$ cat config.mk
export PLATFORM = sky130hd
export DESIGN_NAME = tachometer_period_to_frequency_core
export DESIGN_NICKNAME = d
export VERILOG_FILES = /design/src/rtl/tpf_pkg.sv /design/src/rtl/tpf_divider.sv /design/src/rtl/tachometer_period_to_frequency_core.sv
export SDC_FILE = /design/constraint.sdc
export NUM_CORES = 1
export LEC_CHECK = 0
export BUFFER_PORTS_ARGS = -buffer_cell sky130_fd_sc_hd__buf_2
export CORE_MARGIN = 4
export CORE_UTILIZATION = 40
export CTS_CLUSTER_SIZE = 14
export DETAILED_ROUTE_END_ITERATION = 10
export PLACE_DENSITY = 0.59
export SETUP_SLACK_MARGIN = 0.15
export SYNTH_ARGS = -nofsm -noshare
export SYNTH_HDL_FRONTEND = slang
export SYNTH_SLANG_ARGS = --single-unit
$ cat constraint.sdc
create_clock -name i_clk -period 4.3 [get_ports i_clk]
set_input_delay 1.29 -clock i_clk [delete_from_list [all_inputs] [get_ports i_clk]]
set_output_delay 1.29 -clock i_clk [all_outputs]
set_load 0.02 [all_outputs]
$ cat src/rtl/tpf_pkg.sv
package tpf_pkg;

    // Fixed widths of the ports and registers.
    localparam int EDGE_W       = 32;
    localparam int FREQ_W       = 28;
    localparam int MIN_PERIOD_W = 20;
    localparam int PPT_W        = 8;
    localparam int COUNT_W      = 8;
    localparam int CFG_IDX_W    = 1;
    localparam int CFG_DATA_W   = 20;

    // Numerator of the fresh term before the fraction shift: 1e6 / 4.
    localparam int RATE_W          = 18;
    localparam logic [RATE_W-1:0] RATE_NUM = 18'd250000;

    localparam logic [MIN_PERIOD_W-1:0] MIN_PERIOD_RESET = 20'd1000;
    localparam logic [PPT_W-1:0]        PPT_RESET        = 8'd2;

    // Configuration register indexes.
    localparam logic [CFG_IDX_W-1:0] CFG_MIN_PERIOD = 1'd0;
    localparam logic [CFG_IDX_W-1:0] CFG_PULSES     = 1'd1;

    typedef enum logic [2:0] {
        ST_IDLE,
        ST_DIFF,
        ST_ABS,
        ST_DIV,
        ST_UPDATE,
        ST_DONE
    } t_state;

endpackage

$ cat src/rtl/tpf_divider.sv
module tpf_divider
    import tpf_pkg::*;
#(
    parameter int DIVIDEND_W = 26,
    parameter int DIVISOR_W  = 32,
    parameter logic [DIVIDEND_W-1:0] DIVIDEND = '0
) (
    input  logic                  i_clk,
    input  logic                  i_rst_n,
    input  logic                  i_start,
    input  logic [DIVISOR_W-1:0]  i_divisor,
    output logic                  o_done,
    output logic [DIVIDEND_W-1:0] o_quotient
);

    localparam int CNT_W = $clog2(DIVIDEND_W + 1);

    // Restoring division, one quotient bit per cycle. The quotient register
    // starts out holding the dividend and shifts it out from the top while
    // the quotient bits enter at the bottom.
    logic                  r_busy, n_busy;
    logic                  r_done, n_done;
    logic [CNT_W-1:0]      r_cnt, n_cnt;
    logic [DIVISOR_W-1:0]  r_rem, n_rem;
    logic [DIVIDEND_W-1:0] r_quo, n_quo;
    logic [DIVISOR_W-1:0]  r_div, n_div;

    logic [DIVISOR_W:0]    w_rem_shift;
    logic [DIVISOR_W:0]    w_rem_sub;
    logic                  w_fits;

    assign w_rem_shift = {r_rem, r_quo[DIVIDEND_W-1]};
    assign w_rem_sub   = w_rem_shift - {1'b0, r_div};
    assign w_fits      = (w_rem_shift >= {1'b0, r_div});

    always_comb begin
        n_busy = r_busy;
        n_done = 1'b0;
        n_cnt  = r_cnt;
        n_rem  = r_rem;
        n_quo  = r_quo;
        n_div  = r_div;
        if (i_start) begin
            n_busy = 1'b1;
            n_cnt  = CNT_W'(DIVIDEND_W);
            n_rem  = '0;
            n_quo  = DIVIDEND;
            n_div  = i_divisor;
        end else if (r_busy) begin
            n_rem = w_fits ? w_rem_sub[DIVISOR_W-1:0] : w_rem_shift[DIVISOR_W-1:0];
            n_quo = {r_quo[DIVIDEND_W-2:0], w_fits};
            n_cnt = r_cnt - CNT_W'(1);
            if (r_cnt == CNT_W'(1)) begin
                n_busy = 1'b0;
                n_done = 1'b1;
            end
        end
    end

    always_ff @(posedge i_clk) begin
        if (!i_rst_n) begin
            r_busy <= 1'b0;
            r_done <= 1'b0;
            r_cnt  <= '0;
        end else begin
            r_busy <= n_busy;
            r_done <= n_done;
            r_cnt  <= n_cnt;
        end
    end

    always_ff @(posedge i_clk) begin
        r_rem <= n_rem;
        r_quo <= n_quo;
        r_div <= n_div;
    end

    assign o_done     = r_done;
    assign o_quotient = r_quo;

endmodule

$ cat src/rtl/tachometer_period_to_frequency_core.sv
// Sequence: after the input handshake an accepted edge runs through DIFF, ABS, DIV, UPDATE and
// DONE; an edge rejected as a glitch goes from ABS straight to DONE.
// Flow: one edge at a time; the next edge is taken in the cycle after the previous result
// is loaded into the output register. Most of the work of an accepted edge is the bit-serial
// divider, which makes one quotient bit per clock.
// Reset: synchronous, active low; clears state, estimate, counter, indicator and valids.
module tachometer_period_to_frequency_core
    import tpf_pkg::*;
#(
    parameter int TIME_BITS     = 32,
    parameter int FRACTION_BITS = 8
) (
    input  logic                  i_clk,
    input  logic                  i_rst_n,
    // Configuration write port.
    input  logic                  i_cfg_we,
    input  logic [CFG_IDX_W-1:0]  i_cfg_index,
    input  logic [CFG_DATA_W-1:0] i_cfg_data,
    // Input word: one sensor edge.
    input  logic                  i_in_valid,
    output logic                  o_in_ready,
    input  logic [EDGE_W-1:0]     i_edge_time_us,
    // Output word: one result per edge.
    output logic                  o_out_valid,
    input  logic                  i_out_ready,
    output logic [FREQ_W-1:0]     o_freq_q8,
    output logic                  o_accepted,
    output logic                  o_indicator
);

    // The fresh term is (250000 << FRACTION_BITS) / period. Its dividend is a
    // constant, so the divider only needs the period as a run-time operand.
    localparam int DIV_W = RATE_W + FRACTION_BITS;
    localparam logic [DIV_W-1:0] DIVIDEND = {RATE_NUM, {FRACTION_BITS{1'b0}}};
    localparam int SUM_W = ((DIV_W > FREQ_W) ? DIV_W : FREQ_W) + 1;

    // Configuration registers.
    logic [MIN_PERIOD_W-1:0] r_min_period;
    logic [PPT_W-1:0]        r_ppt;

    // Architectural state.
    logic [TIME_BITS-1:0]    r_last, n_last;
    logic [FREQ_W-1:0]       r_est, n_est;
    logic [COUNT_W-1:0]      r_count, n_count;
    logic                    r_ind, n_ind;

    // Working registers of the current edge.
    t_state                  r_state, n_state;
    logic [TIME_BITS-1:0]    r_now;
    logic [TIME_BITS-1:0]    r_diff;
    logic [FREQ_W-1:0]       r_decayed;
    logic                    r_acc, n_acc;

    // Output register.
    logic                    r_out_valid, n_out_valid;
    logic [FREQ_W-1:0]       r_out_freq;
    logic                    r_out_acc;
    logic                    r_out_ind;

    // Sequencer outputs.
    logic                    w_in_ready;
    logic                    w_div_start;
    logic                    w_load_out;
    logic                    w_update;

    // Datapath signals.
    logic [TIME_BITS+EDGE_W-1:0] w_now_ext;
    logic [TIME_BITS-1:0]    w_period;
    logic                    w_pass;
    logic [FREQ_W+1:0]       w_triple;
    logic                    w_div_done;
    logic [DIV_W-1:0]        w_quotient;
    logic [SUM_W-1:0]        w_sum;
    logic [FREQ_W-1:0]       w_sum_sat;
    logic [COUNT_W-1:0]      w_count_inc;
    logic                    w_turn;

    // Only the low TIME_BITS bits of the stamp take part; wider timers see
    // the stamp zero-extended.
    assign w_now_ext = {{TIME_BITS{1'b0}}, i_edge_time_us};

    // Absolute two's complement difference. The most negative difference
    // negates to itself, which read unsigned is the right period.
    assign w_period = r_diff[TIME_BITS-1] ? (~r_diff + TIME_BITS'(1)) : r_diff;
    assign w_pass   = ({{MIN_PERIOD_W{1'b0}}, w_period} > {{TIME_BITS{1'b0}}, r_min_period});

    // Decay to three quarters with truncation: (3 * est) >> 2.
    assign w_triple = {2'b00, r_est} + {1'b0, r_est, 1'b0};

    // New estimate, saturated to the full output range.
    assign w_sum     = SUM_W'({r_decayed}) + SUM_W'(w_quotient);
    assign w_sum_sat = (w_sum[SUM_W-1:FREQ_W] != '0) ? {FREQ_W{1'b1}} : w_sum[FREQ_W-1:0];

    // Revolution indicator: toggle once twice the edge count reaches the
    // pulses-per-turn setting, and start counting again.
    assign w_count_inc = r_count + COUNT_W'(1);
    assign w_turn      = ({w_count_inc, 1'b0} >= {1'b0, r_ppt});

    // The divider latches its divisor on the start cycle, so it takes the
    // period straight from the absolute-value logic.
    tpf_divider #(
        .DIVIDEND_W (DIV_W),
        .DIVISOR_W  (TIME_BITS),
        .DIVIDEND   (DIVIDEND)
    ) u_div (
        .i_clk      (i_clk),
        .i_rst_n    (i_rst_n),
        .i_start    (w_div_start),
        .i_divisor  (w_period),
        .o_done     (w_div_done),
        .o_quotient (w_quotient)
    );

    // Next-state logic of the sequencer.
    always_comb begin
        n_state = r_state;
        case (r_state)
            ST_IDLE: begin
                if (i_in_valid) begin
                    n_state = ST_DIFF;
                end
            end
            ST_DIFF: begin
                n_state = ST_ABS;
            end
            ST_ABS: begin
                n_state = w_pass ? ST_DIV : ST_DONE;
            end
            ST_DIV: begin
                if (w_div_done) begin
                    n_state = ST_UPDATE;
                end
            end
            ST_UPDATE: begin
                n_state = ST_DONE;
            end
            ST_DONE: begin
                if (!r_out_valid || i_out_ready) begin
                    n_state = ST_IDLE;
                end
            end
            default: begin
                n_state = ST_IDLE;
            end
        endcase
    end

    // Output logic of the sequencer.
    always_comb begin
        w_in_ready  = 1'b0;
        w_div_start = 1'b0;
        w_load_out  = 1'b0;
        w_update    = 1'b0;
        case (r_state)
            ST_IDLE: begin
                w_in_ready = 1'b1;
            end
            ST_ABS: begin
                w_div_start = w_pass;
            end
            ST_UPDATE: begin
                w_update = 1'b1;
            end
            ST_DONE: begin
                w_load_out = !r_out_valid || i_out_ready;
            end
            default: begin
                w_in_ready = 1'b0;
            end
        endcase
    end

    // State updates of an edge: the accept flag for every edge, the rest for an accepted one.
    always_comb begin
        n_last  = r_last;
        n_est   = r_est;
        n_count = r_count;
        n_ind   = r_ind;
        n_acc   = r_acc;
        if (r_state == ST_ABS) begin
            n_acc = w_pass;
        end
        if (w_update) begin
            n_last = r_now;
            n_est  = w_sum_sat;
            if (w_turn) begin
                n_count = '0;
                n_ind   = ~r_ind;
            end else begin
                n_count = w_count_inc;
            end
        end
    end

    // The output register frees as soon as its word is taken, so a result
    // can wait there while the next edge is already accepted.
    always_comb begin
        n_out_valid = r_out_valid;
        if (w_load_out) begin
            n_out_valid = 1'b1;
        end else if (r_out_valid && i_out_ready) begin
            n_out_valid = 1'b0;
        end
    end

    always_ff @(posedge i_clk) begin
        if (!i_rst_n) begin
            r_state      <= ST_IDLE;
            r_min_period <= MIN_PERIOD_RESET;
            r_ppt        <= PPT_RESET;
            r_last       <= '0;
            r_est        <= '0;
            r_count      <= '0;
            r_ind        <= 1'b0;
            r_acc        <= 1'b0;
            r_out_valid  <= 1'b0;
        end else begin
            r_state     <= n_state;
            r_last      <= n_last;
            r_est       <= n_est;
            r_count     <= n_count;
            r_ind       <= n_ind;
            r_acc       <= n_acc;
            r_out_valid <= n_out_valid;
            if (i_cfg_we) begin
                case (i_cfg_index)
                    CFG_MIN_PERIOD: r_min_period <= i_cfg_data[MIN_PERIOD_W-1:0];
                    CFG_PULSES:     r_ppt        <= i_cfg_data[PPT_W-1:0];
                    default:        r_ppt        <= r_ppt;
                endcase
            end
        end
    end

    // Payload registers, no reset needed.
    always_ff @(posedge i_clk) begin
        if (w_in_ready && i_in_valid) begin
            r_now <= w_now_ext[TIME_BITS-1:0];
        end
        if (r_state == ST_DIFF) begin
            r_diff <= r_now - r_last;
        end
        if (r_state == ST_ABS) begin
            r_decayed <= w_triple[FREQ_W+1:2];
        end
        if (w_load_out) begin
            r_out_freq <= r_est;
            r_out_acc  <= r_acc;
            r_out_ind  <= r_ind;
        end
    end

    assign o_in_ready  = w_in_ready;
    assign o_out_valid = r_out_valid;
    assign o_freq_q8   = r_out_freq;
    assign o_accepted  = r_out_acc;
    assign o_indicator = r_out_ind;

endmodule

# == Yosys cells after proc, flatten, opt, wreduce, memory -nomap -nowiden ==
# Index checks and enable logic that the tools add are counted.
# totals
regBits,321
in_bits,58
out_inout_bits,32
elab_cells,80
# classes
add_sub_neg,7
n_lt_le_gt_ge,3
eq_ne,9
n_mux,21
n_bitwise,5
reduce_logical,13
# op_table
cell,count
$mux 32,2
$sub 32x32->32,2
$ge 33x32->1,1
$add 32x1->32 const B,1
$gt 32x20->1,1
$not 32->32,1
$add 28x29->30,1
$add 28x26->29,1
$mux 28,1
$pmux 3 s6,1
$mux 3,4
$mux 1,10
$mux 5,2
$ge 9x8->1,1
$add 8x1->8 const B,1
$mux 8,1
$eq 3x2->1 const B,2
$eq 3x3->1 const B,2
$reduce_and 2->1,3
$eq 5x1->1 const B,1
$sub 5x1->5 const B,1
$ne 2x2->1 const B,2
$not 1->1,4
$reduce_bool 2->1,2
9 further kinds,10

# == Depth between registers and ports, before layout ==
# Gate-level depths: netlist (run 1).
# depth
ltp_word,6
depth_mapped,19

# == Cells and area by module ==
# From an unflattened synthesis (run 1), not the netlist that was laid out.
# unflattened
hier_cells,1983
hier_area_um2,18460.2
# by_module_without_submodules
module,n_inst,cells_per_inst,area_per_inst_um2,seq_area_each_um2
tachometer_period_to_frequency_core,1,1364,12903.6,5705.5
tpf_divider,1,619,5556.6,2262.2

# == Worst setup path after synthesis (run 1) ==
# Ideal clock, no wire load.
# synth_path
kind,register -> register
start,register r_diff[10]
end,register u_div.r_div[0] (enable)
arrival_time_ns,3.913
required_time_ns,3.969
setup_slack_ns,0.056
path_stages_with_launch,18
path_buffers,3
period_less_slack_ns,4.244
path_cell_list,edfxtp_1 > or4_4 > nor3_4 > buf_6 > nand2_1 > o41ai_1 > xnor2_1 > ha_1 > a21o_1 > a21o_1 > a21oi_1 > o2111ai_1 > a2111oi_2 > nand2_2 > nand2_4 > inv_4 > buf_2 > buf_2
# synth_between
elab_chain_cells,5
# synth_rtl
element,line,source
"start, declared",tachometer_period_to_frequency_core.sv:50,logic [TIME_BITS-1:0] r_diff;
"start signal, assigned",tachometer_period_to_frequency_core.sv:241,r_diff <= r_now - r_last;
$not 32->32,tachometer_period_to_frequency_core.sv:84,assign w_period = r_diff[TIME_BITS-1] ? (~r_diff + TIME_BITS'(1)) : r_diff;
$add 32x1->32,tachometer_period_to_frequency_core.sv:84,
$mux 32,tachometer_period_to_frequency_core.sv:84,
net u_div.i_divisor[17],tpf_divider.sv:11,"input logic [DIVISOR_W-1:0] i_divisor,"
$gt 32x20->1,tachometer_period_to_frequency_core.sv:85,"assign w_pass = ({{MIN_PERIOD_W{1'b0}}, w_period} > {{TIME_BITS{1'b0}}, r_min_period});"
$mux 1,tachometer_period_to_frequency_core.sv:154,case (r_state)
net u_div.i_start,tpf_divider.sv:10,"input logic i_start,"
"end signal, assigned",tpf_divider.sv:75,r_div <= n_div;
"end, declared",tpf_divider.sv:26,"logic [DIVISOR_W-1:0] r_div, n_div;"
# The timed path passes the listed nets, and every way through them passes these cells.
# A chain may end at the register's enable or synchronous reset.

# == Worst setup path in the final report (run 1) ==
# layout_path
start,register r_diff[10]
end,register u_div.r_rem[0]
# layout_between
elab_chain_cells,5
# layout_rtl
element,line,source
$not 32->32,tachometer_period_to_frequency_core.sv:84,
$add 32x1->32,tachometer_period_to_frequency_core.sv:84,
$mux 32,tachometer_period_to_frequency_core.sv:84,
net u_div.i_divisor[17],tpf_divider.sv:11,
$gt 32x20->1,tachometer_period_to_frequency_core.sv:85,
$mux 1,tachometer_period_to_frequency_core.sv:154,
"end signal, assigned",tpf_divider.sv:73,r_rem <= n_rem;
"end, declared",tpf_divider.sv:24,"logic [DIVISOR_W-1:0] r_rem, n_rem;"
# The timed path passes the listed nets, and every way through them passes these cells.

==> results.cfg, run 1 <==
[setup_path]
critPathMaxFanout = 5
worstPathArrival_ps = 4550
worst_path_max_delay_cell = or4_4
worstPathRequired_ps = 4730
reg2reg_setup_slack_ps = 190
r2r_cells = 17
max_stage_delay_ps = 570
reg2reg_from = r_diff[10]$_DFFE_PP_
crit_path_end_kind = flop
path_class = flop to flop
cp_cell_sequence = or4_4, nor3_4, nand2_2, o41ai_4, xnor2_1, ha_1, a21o_1, a21o_1, a21oi_2, o2111ai_1, a2111oi_2, buf_4, nand2_2, nand2_4, inv_4, or4b_1, o311ai_1
regToRegEndpoint = u_div.r_rem[0]$_SDFFE_PP0P_
cp-start-kind = flop

[global_routing]
grt_max_degree = 104
grt_remaining_overflow = 0
grt_pass1_vias = 13400
antenna_found_initial = 1
grtUsageTotal_pct = 16.6
grt_pass1_wl_mm = 68.7

[cts]
clk_latency_ps = 540
clock-sinks = 321
cts_buffers = 37
cts.hold.buffers_added = 0
clk_pin_slew_ps = 60
htreeDepth = 2
cts_root_buf = clkbuf_16
cts_buffer_depth = 3
cts_tree = done

[run]
maxCapViolCount = 0

[placed_design]
port_buffers = 89
placed_area_um2 = 19700
globalplace.congestion = 0.915
hpwl_mm = 30.8
dp_cells = 2572

[sta]
finalSetupViolations = 0
worst_clock_skew_ps = 10.8
fin_crit_ps = 4110
worst_hold_slack_ps = 452
final_hold_viol_count = 0
max_freq_mhz = 243
rsz0062_at_grt = true
max_slew_margin_pct = 22.1
fin_crit_sh_pct = 95.6
worstMarginPinSlew_ps = 1170
final_max_slew_viol_count = 0

[floorplanning]
die-area_um2 = 49500
core_um2 = 45500
die-width_um = 223
rows = 78
initial_core_util_pct = 40.5
pin_count = 90
die_y_um = 223

[routing]
top_layer = met5
drc = 0
drt-met1-wl_mm = 20.2
avgViaCountPerCell = 5.30
wl_met2_mm = 18.7
firstDrtPassIters = 5
avgRoutedWirePerCell_um = 15.9
vias = 14000
wl_mm = 42.1
dr_wl_met3_mm = 2.00
antenna_left = 0
drt_iter0_markers = 844

[synthesis]
synth_top_area_share_pct = 25.1
yosysWarnings = 0
synth_area_leaders = edfxtp_1 25%, dfxtp_1 18%, ha_1 10%
syn_area_per_cell_um2 = 9.62
synth_nets = 2124
synth_top_cell_by_area = edfxtp_1
ys_seq_area_share_pct = 43.3
ys_seq_elements = 321
async_flop_share_pct = 0
synth_cells = 1914
synth_edf_count = 154
netlist_area_um2 = 18400
ys_types = 81
ys.flop_type = dfxtp_1

[power_and_ir_drop]
pwr-share-clk_pct = 30.3
combPwrFrac_pct = 31.4
internal_power_w = 0.00678
power_density_nw_per_um2 = 480
seq_power_share_pct = 38.4
cellLeakagePower_nw = 8.49
ir_drop_mv = 0.309
p_sw_w = 0.00329
switching_share_pct = 32.7
total_power_w = 0.0101

[cells_and_area]
antenna_cells = 0
drive_gt1_share_pct = 11.5
fillers = 4344
final_cell_area_um2 = 21000
post-route-util_pct = 46.1
seqCellArea_um2 = 7970
multi_input_area_um2 = 9750
fin_nets = 2230
fin_cells = 2649
area_growth_pct = 13.9

[hold_path]
holdPathStages = 0
hp-class = flop to flop
hold_end = o_indicator$_DFFE_PP_
min_from = r_ind$_SDFFE_PN0P_

[run_status]
status = completed
cell type report:
class	count	area share, %
flip-flops and latches	321	38.0
repair buffers	131	3.82
clock inverters	14	0.364
well taps	600	3.58
multi-input cells	1391	46.5
clock buffers	54	5.26
inverters	138	2.48
layer usage:
layer	GRT usage, %	vias up
li1	-	7116
met1	23.6	6581
met2	25.9	273
met3	2.88	69
met4	5.01	2
met5	0	-
synth_stat cells, types with 50 or more instances:
cell type    n
nand2_1    202
dfxtp_1    167
edfxtp_1   154
ha_1       148
inv_1      136
a21oi_1    134
nor2_1     128
xnor2_1     94
o21ai_0     85
a21boi_0    63
mux2i_1     53
clkbuf_1    51
a21o_1      50
state kept, by name (all words and copies together) (netlist names):
name,count
o_accepted,1
r_decayed,28
u_div.r_cnt,5
o_freq_q8,28
r_ppt,8
r_count,8
u_div.o_done,1
u_div.o_quotient,26
r_acc,1
r_state,3
u_div.r_busy,1
o_out_valid,1
u_div.r_rem,32
u_div.r_div,32
r_now,32
o_indicator,1
r_diff,32
r_last,32
r_est,28
r_min_period,20
r_ind,1
through the flow:
step                setup slack (ps)  TNS, ps
global route                   -89.9     -627
finish                           187        0
detailed placement             -27.1    -27.4
floorplan                        175        0
CTS                              152        0
global placement                80.6        0
cells by family (layout without fill, tap and decap cells):
family                   after synthesis  count (layout)  synth area share, %
AND/OR/NAND/NOR                      540             540                 14.2
AO/OA/AOI/OAI                        501             501                 17.9
flip-flops                           321             321                 43.3
buffers and inverters                202             337                 4.27
adder cells (fa/ha/maj)              152             152                 10.5
XOR/XNOR                             142             142                 6.76
multiplexers                          56              56                 3.07
worst max-delay path: cells and delay by family, from the launching register on:
kind            cells  cell delay, ps
xor+xnor            1             140
flops               1             390
fa+ha+maj           1             330
buf+inv             2             230
simple gates        6            1590
compound gates      7            1330
cells in the final DEF (no fill, tap or decap), types with 27 or more instances in the layout:
cell type  synthesis  routed
mux2i_1           53      53
ha_1             148     148
inv_1            136     136
a21boi_0          63      63
nor3_1            34      32
nand3_1           27      27
xor2_1            48      48
xnor2_1           94      94
a21o_1            50      50
a211oi_1          32      32
buf_2              5      89
clkbuf_16          0      40
buf_4              1      38
nor2_1           128     127
nand2_1          202     201
dfxtp_1          167     166
o21ai_0           85      83
edfxtp_1         154     154
a21oi_1          134     133
worst max path at each step:
stage / start / depth (start not counted) / to
2_1_floorplan: r_diff[10]$_DFFE_PP_ / 17 / u_div.r_div[0]$_DFFE_PP_
3_3_place_gp: r_diff[4]$_DFFE_PP_ / 17 / u_div.r_busy$_SDFF_PN0_
3_5_place_dp: r_diff[4]$_DFFE_PP_ / 17 / u_div.r_rem[0]$_SDFFE_PP0P_
4_1_cts: r_diff[10]$_DFFE_PP_ / 17 / u_div.r_rem[0]$_SDFFE_PP0P_
5_1_grt: r_diff[10]$_DFFE_PP_ / 17 / u_div.r_rem[0]$_SDFFE_PP0P_
6_report: r_diff[10]$_DFFE_PP_ / 17 / u_div.r_rem[0]$_SDFFE_PP0P_
what timing repair did:
| action | in CTS | in global routing |
|---|---|---|
| gates cloned | 0 | 0 |
| endpoints found under the setup margin | 62 | 85 |
| pin swaps | 1 | 8 |
| setup buffers | 3 | 6 |
| gates resized for setup | 7 | 6 |
power groups by stage:
stage	logic (W)	registers, W	clock network (W)
after floorplan	0.00250	0.00380	0
after global placement	0.00308	0.00392	0
after detailed placement	0.00313	0.00392	0
after CTS	0.00316	0.00386	0.00314
after global routing	0.00356	0.00391	0.00327
final	0.00316	0.00387	0.00305
(Power assumes the default switching activity.)
==> run 2: changes to the inputs <==
--- a/config.mk
+++ b/config.mk
@@ -5,6 +5,7 @@
 export SDC_FILE = /design/constraint.sdc
 export NUM_CORES = 1
 export LEC_CHECK = 0
+export ABC_AREA = 1
 export BUFFER_PORTS_ARGS = -buffer_cell sky130_fd_sc_hd__buf_2
 export CORE_MARGIN = 4
 export CORE_UTILIZATION = 40
==> run 2 against run 1 <==
Hold slack lost 12 ps; critical endpoint is now u_div.r_div[15]$_DFFE_PP_; utilization shrank 0.28 points; largest cell class unchanged; clock power grew 7.5%; sequential cell count is the same.
==> results.cfg, run 2 <==
[cts]
cts_buffers = 39
clk_pin_slew_ps = 60
cts.hold.buffers_added = 0
clock-sinks = 321
clk_latency_ps = 550
htreeDepth = 2
cts_root_buf = clkbuf_16
cts_tree = done
cts_buffer_depth = 3
cts.repair.resized = 0
cts_setup_buffers = 0

[setup_path]
max_stage_delay_ps = 380
worstPathRequired_ps = 4520
crit_path_end_kind = flop
r2r_cells = 23
cp-start-kind = flop
regToRegEndpoint = u_div.r_div[15]$_DFFE_PP_
reg2reg_from = r_diff[0]$_DFFE_PP_
path_class = flop to flop
reg2reg_setup_slack_ps = 620
worst_path_max_delay_cell = edfxtp_1
critPathMaxFanout = 17
worstPathArrival_ps = 3900
crit_top_cell = nand2_2
cp_cell_sequence = inv_1, ha_1, nand2_2, nor2_4, nand2_2, nor2_4, nand2_2, nand2_1, xor2_1, ha_1, nand2_1, inv_1, nand3_1, inv_1, or2_2, nand3_1, nor2_1, nand2_1, nor2_2, nand2_2, nand2_4, inv_4, buf_4

[routing]
vias = 15700
avgViaCountPerCell = 5.15
avgRoutedWirePerCell_um = 16.1
wl_mm = 49.0
drc = 0
firstDrtPassIters = 5
antenna_left = 0
drt_iter0_markers = 966

[floorplanning]
die-area_um2 = 51300
die-width_um = 226
rows = 79
pin_count = 90
initial_core_util_pct = 40.7
die_y_um = 226
core_um2 = 46900

[synthesis]
ys_types = 56
synth_top_cell_by_area = edfxtp_1
async_flop_share_pct = 0
synth_area_leaders = edfxtp_1 24%, dfxtp_1 18%, ha_1 9.7%
yosysWarnings = 0
synth_common_cells = 419 x nand2_1, 277 x inv_1, 246 x a21oi_1
synth_top_area_share_pct = 24.2
synth_most_common_cell = nand2_1
synth_edf_count = 154
ys.flop_type = dfxtp_1
netlist_area_um2 = 19100
synth_nets = 2531
ys_seq_elements = 321
syn_area_per_cell_um2 = 8.22
ys_seq_area_share_pct = 41.8
synth_cells = 2321

[placed_design]
dp_cells = 2980
placed_area_um2 = 20200
port_buffers = 89
hpwl_mm = 38.4
globalplace.congestion = 0.882
post-place-ws_ps = 607

[cells_and_area]
area_growth_pct = 12.5
layout_common_cells = 419 x nand2_1, 275 x inv_1, 246 x a21oi_1
antenna_cells = 0
fin_nets = 2624
final_cell_area_um2 = 21500
drive_gt1_share_pct = 10.7
fin_cells = 3050
final_common_cell = nand2_1
post-route-util_pct = 45.8

[run]
maxCapViolCount = 0

[sta]
max_slew_margin_pct = 44.8
rsz0062_at_grt = false
worstMarginPinSlew_ps = 819
final_hold_viol_count = 0
worst_clock_skew_ps = 25.7
final_max_slew_viol_count = 0
max_freq_mhz = 272
setup_slack_ps = 620
fin_crit_ps = 3680
finalSetupViolations = 0
fin_crit_sh_pct = 85.6
finalSetupTns_ps = 0

[hold_path]
hp-class = flop to flop
min_from = r_acc$_SDFFE_PN0N_
hold_end = o_accepted$_DFFE_PP_
holdPathStages = 0

[power_and_ir_drop]
cellLeakagePower_nw = 9.18
ir_drop_mv = 0.337
power_density_nw_per_um2 = 490

[global_routing]
grt_max_degree = 74
grt_pass1_vias = 15400
grtUsageTotal_pct = 19.1
grt_remaining_overflow = 0
antenna_found_initial = 0
grt_pass1_wl_mm = 79.3

[run_status]
status = completed
-- run 2: changes by cell type after synthesis, moves of 35 or more --
cell / before / now
a21oi_2: 0 / 44
xnor2_1: 94 / 59
nand3_1: 27 / 81
mux2i_1: 53 / 1
a21o_1: 50 / 13
inv_1: 136 / 277
a21boi_0: 63 / 6
nand2_1: 202 / 419
nor2_1: 128 / 202
o21ai_0: 85 / 173
a21oi_1: 134 / 246
-- run 2: report_power, final --
part	total (W)	switching (W)	internal (W)
combinational	0.00324	0.00210	0.00114
sequential	0.00399	0.000265	0.00372
clock	0.00328	0.00128	0.00201
-- run 2: stage by stage --
step	hold WS (ps)	total power [W]
floorplan	408	0.00639
global placement	423	0.00726
detailed placement	427	0.00730
CTS	440	0.0106
global route	461	0.0112
finish	440	0.0105
-- run 2: critical path: cells and delay by family (launching register included) --
family | cells | cell delay [ps]
adders and majority gates | 2 | 480
xor gates and xnor gates | 1 | 220
DFF | 1 | 380
buffers and inverters | 5 | 730
and+or+nand+nor | 15 | 1540
-- run 2: kinds of logic after synthesis --
kind of cell	after synthesis	synth area share (%)
multiplexers	1	0.0525
XOR/XNOR	131	6.01
buffers and inverters	338	7.01
AO/OA/AOI/OAI	584	17.5
adder cells (fa/ha/maj)	152	10.1
AND/OR/NAND/NOR	794	17.5
flip-flops	321	41.8
-- run 2: final cells by class --
| class | count | area [µm²] |
|---|---|---|
| Fill cell | 4684 | 25400 |
| Multi-Input combinational cell | 1662 | 9810 |
| Sequential cell | 321 | 7970 |
| Clock buffer | 55 | 1090 |
| Inverter | 281 | 1060 |
| Tap cell | 607 | 759 |
| Timing Repair Buffer | 109 | 608 |
| Clock inverter | 15 | 188 |
-- run 2: worst max-delay path by stage --
stage | startpoint | endpoint | cells after the start
2_1_floorplan | i_in_valid | r_now[0]$_DFFE_PP_ | 2
3_3_place_gp | r_diff[0]$_DFFE_PP_ | u_div.r_div[14]$_DFFE_PP_ | 23
3_5_place_dp | r_diff[0]$_DFFE_PP_ | u_div.r_div[14]$_DFFE_PP_ | 23
4_1_cts | r_diff[0]$_DFFE_PP_ | u_div.r_div[15]$_DFFE_PP_ | 23
5_1_grt | r_diff[0]$_DFFE_PP_ | u_div.r_cnt[3]$_SDFFE_PN0P_ | 25
6_report | r_diff[0]$_DFFE_PP_ | u_div.r_div[15]$_DFFE_PP_ | 23
-- run 2: per-layer routing --
| metal | vias to the layer above | global-route usage, % | wire (µm) |
|---|---|---|---|
| met4 | 0 | 5.71 | 1190 |
| li1 | 8044 | - | - |
| met5 | - | 0 | 0 |
| met3 | 77 | 2.90 | 2220 |
| met1 | 7312 | 27.2 | 24000 |
| met2 | 285 | 30.3 | 21600 |
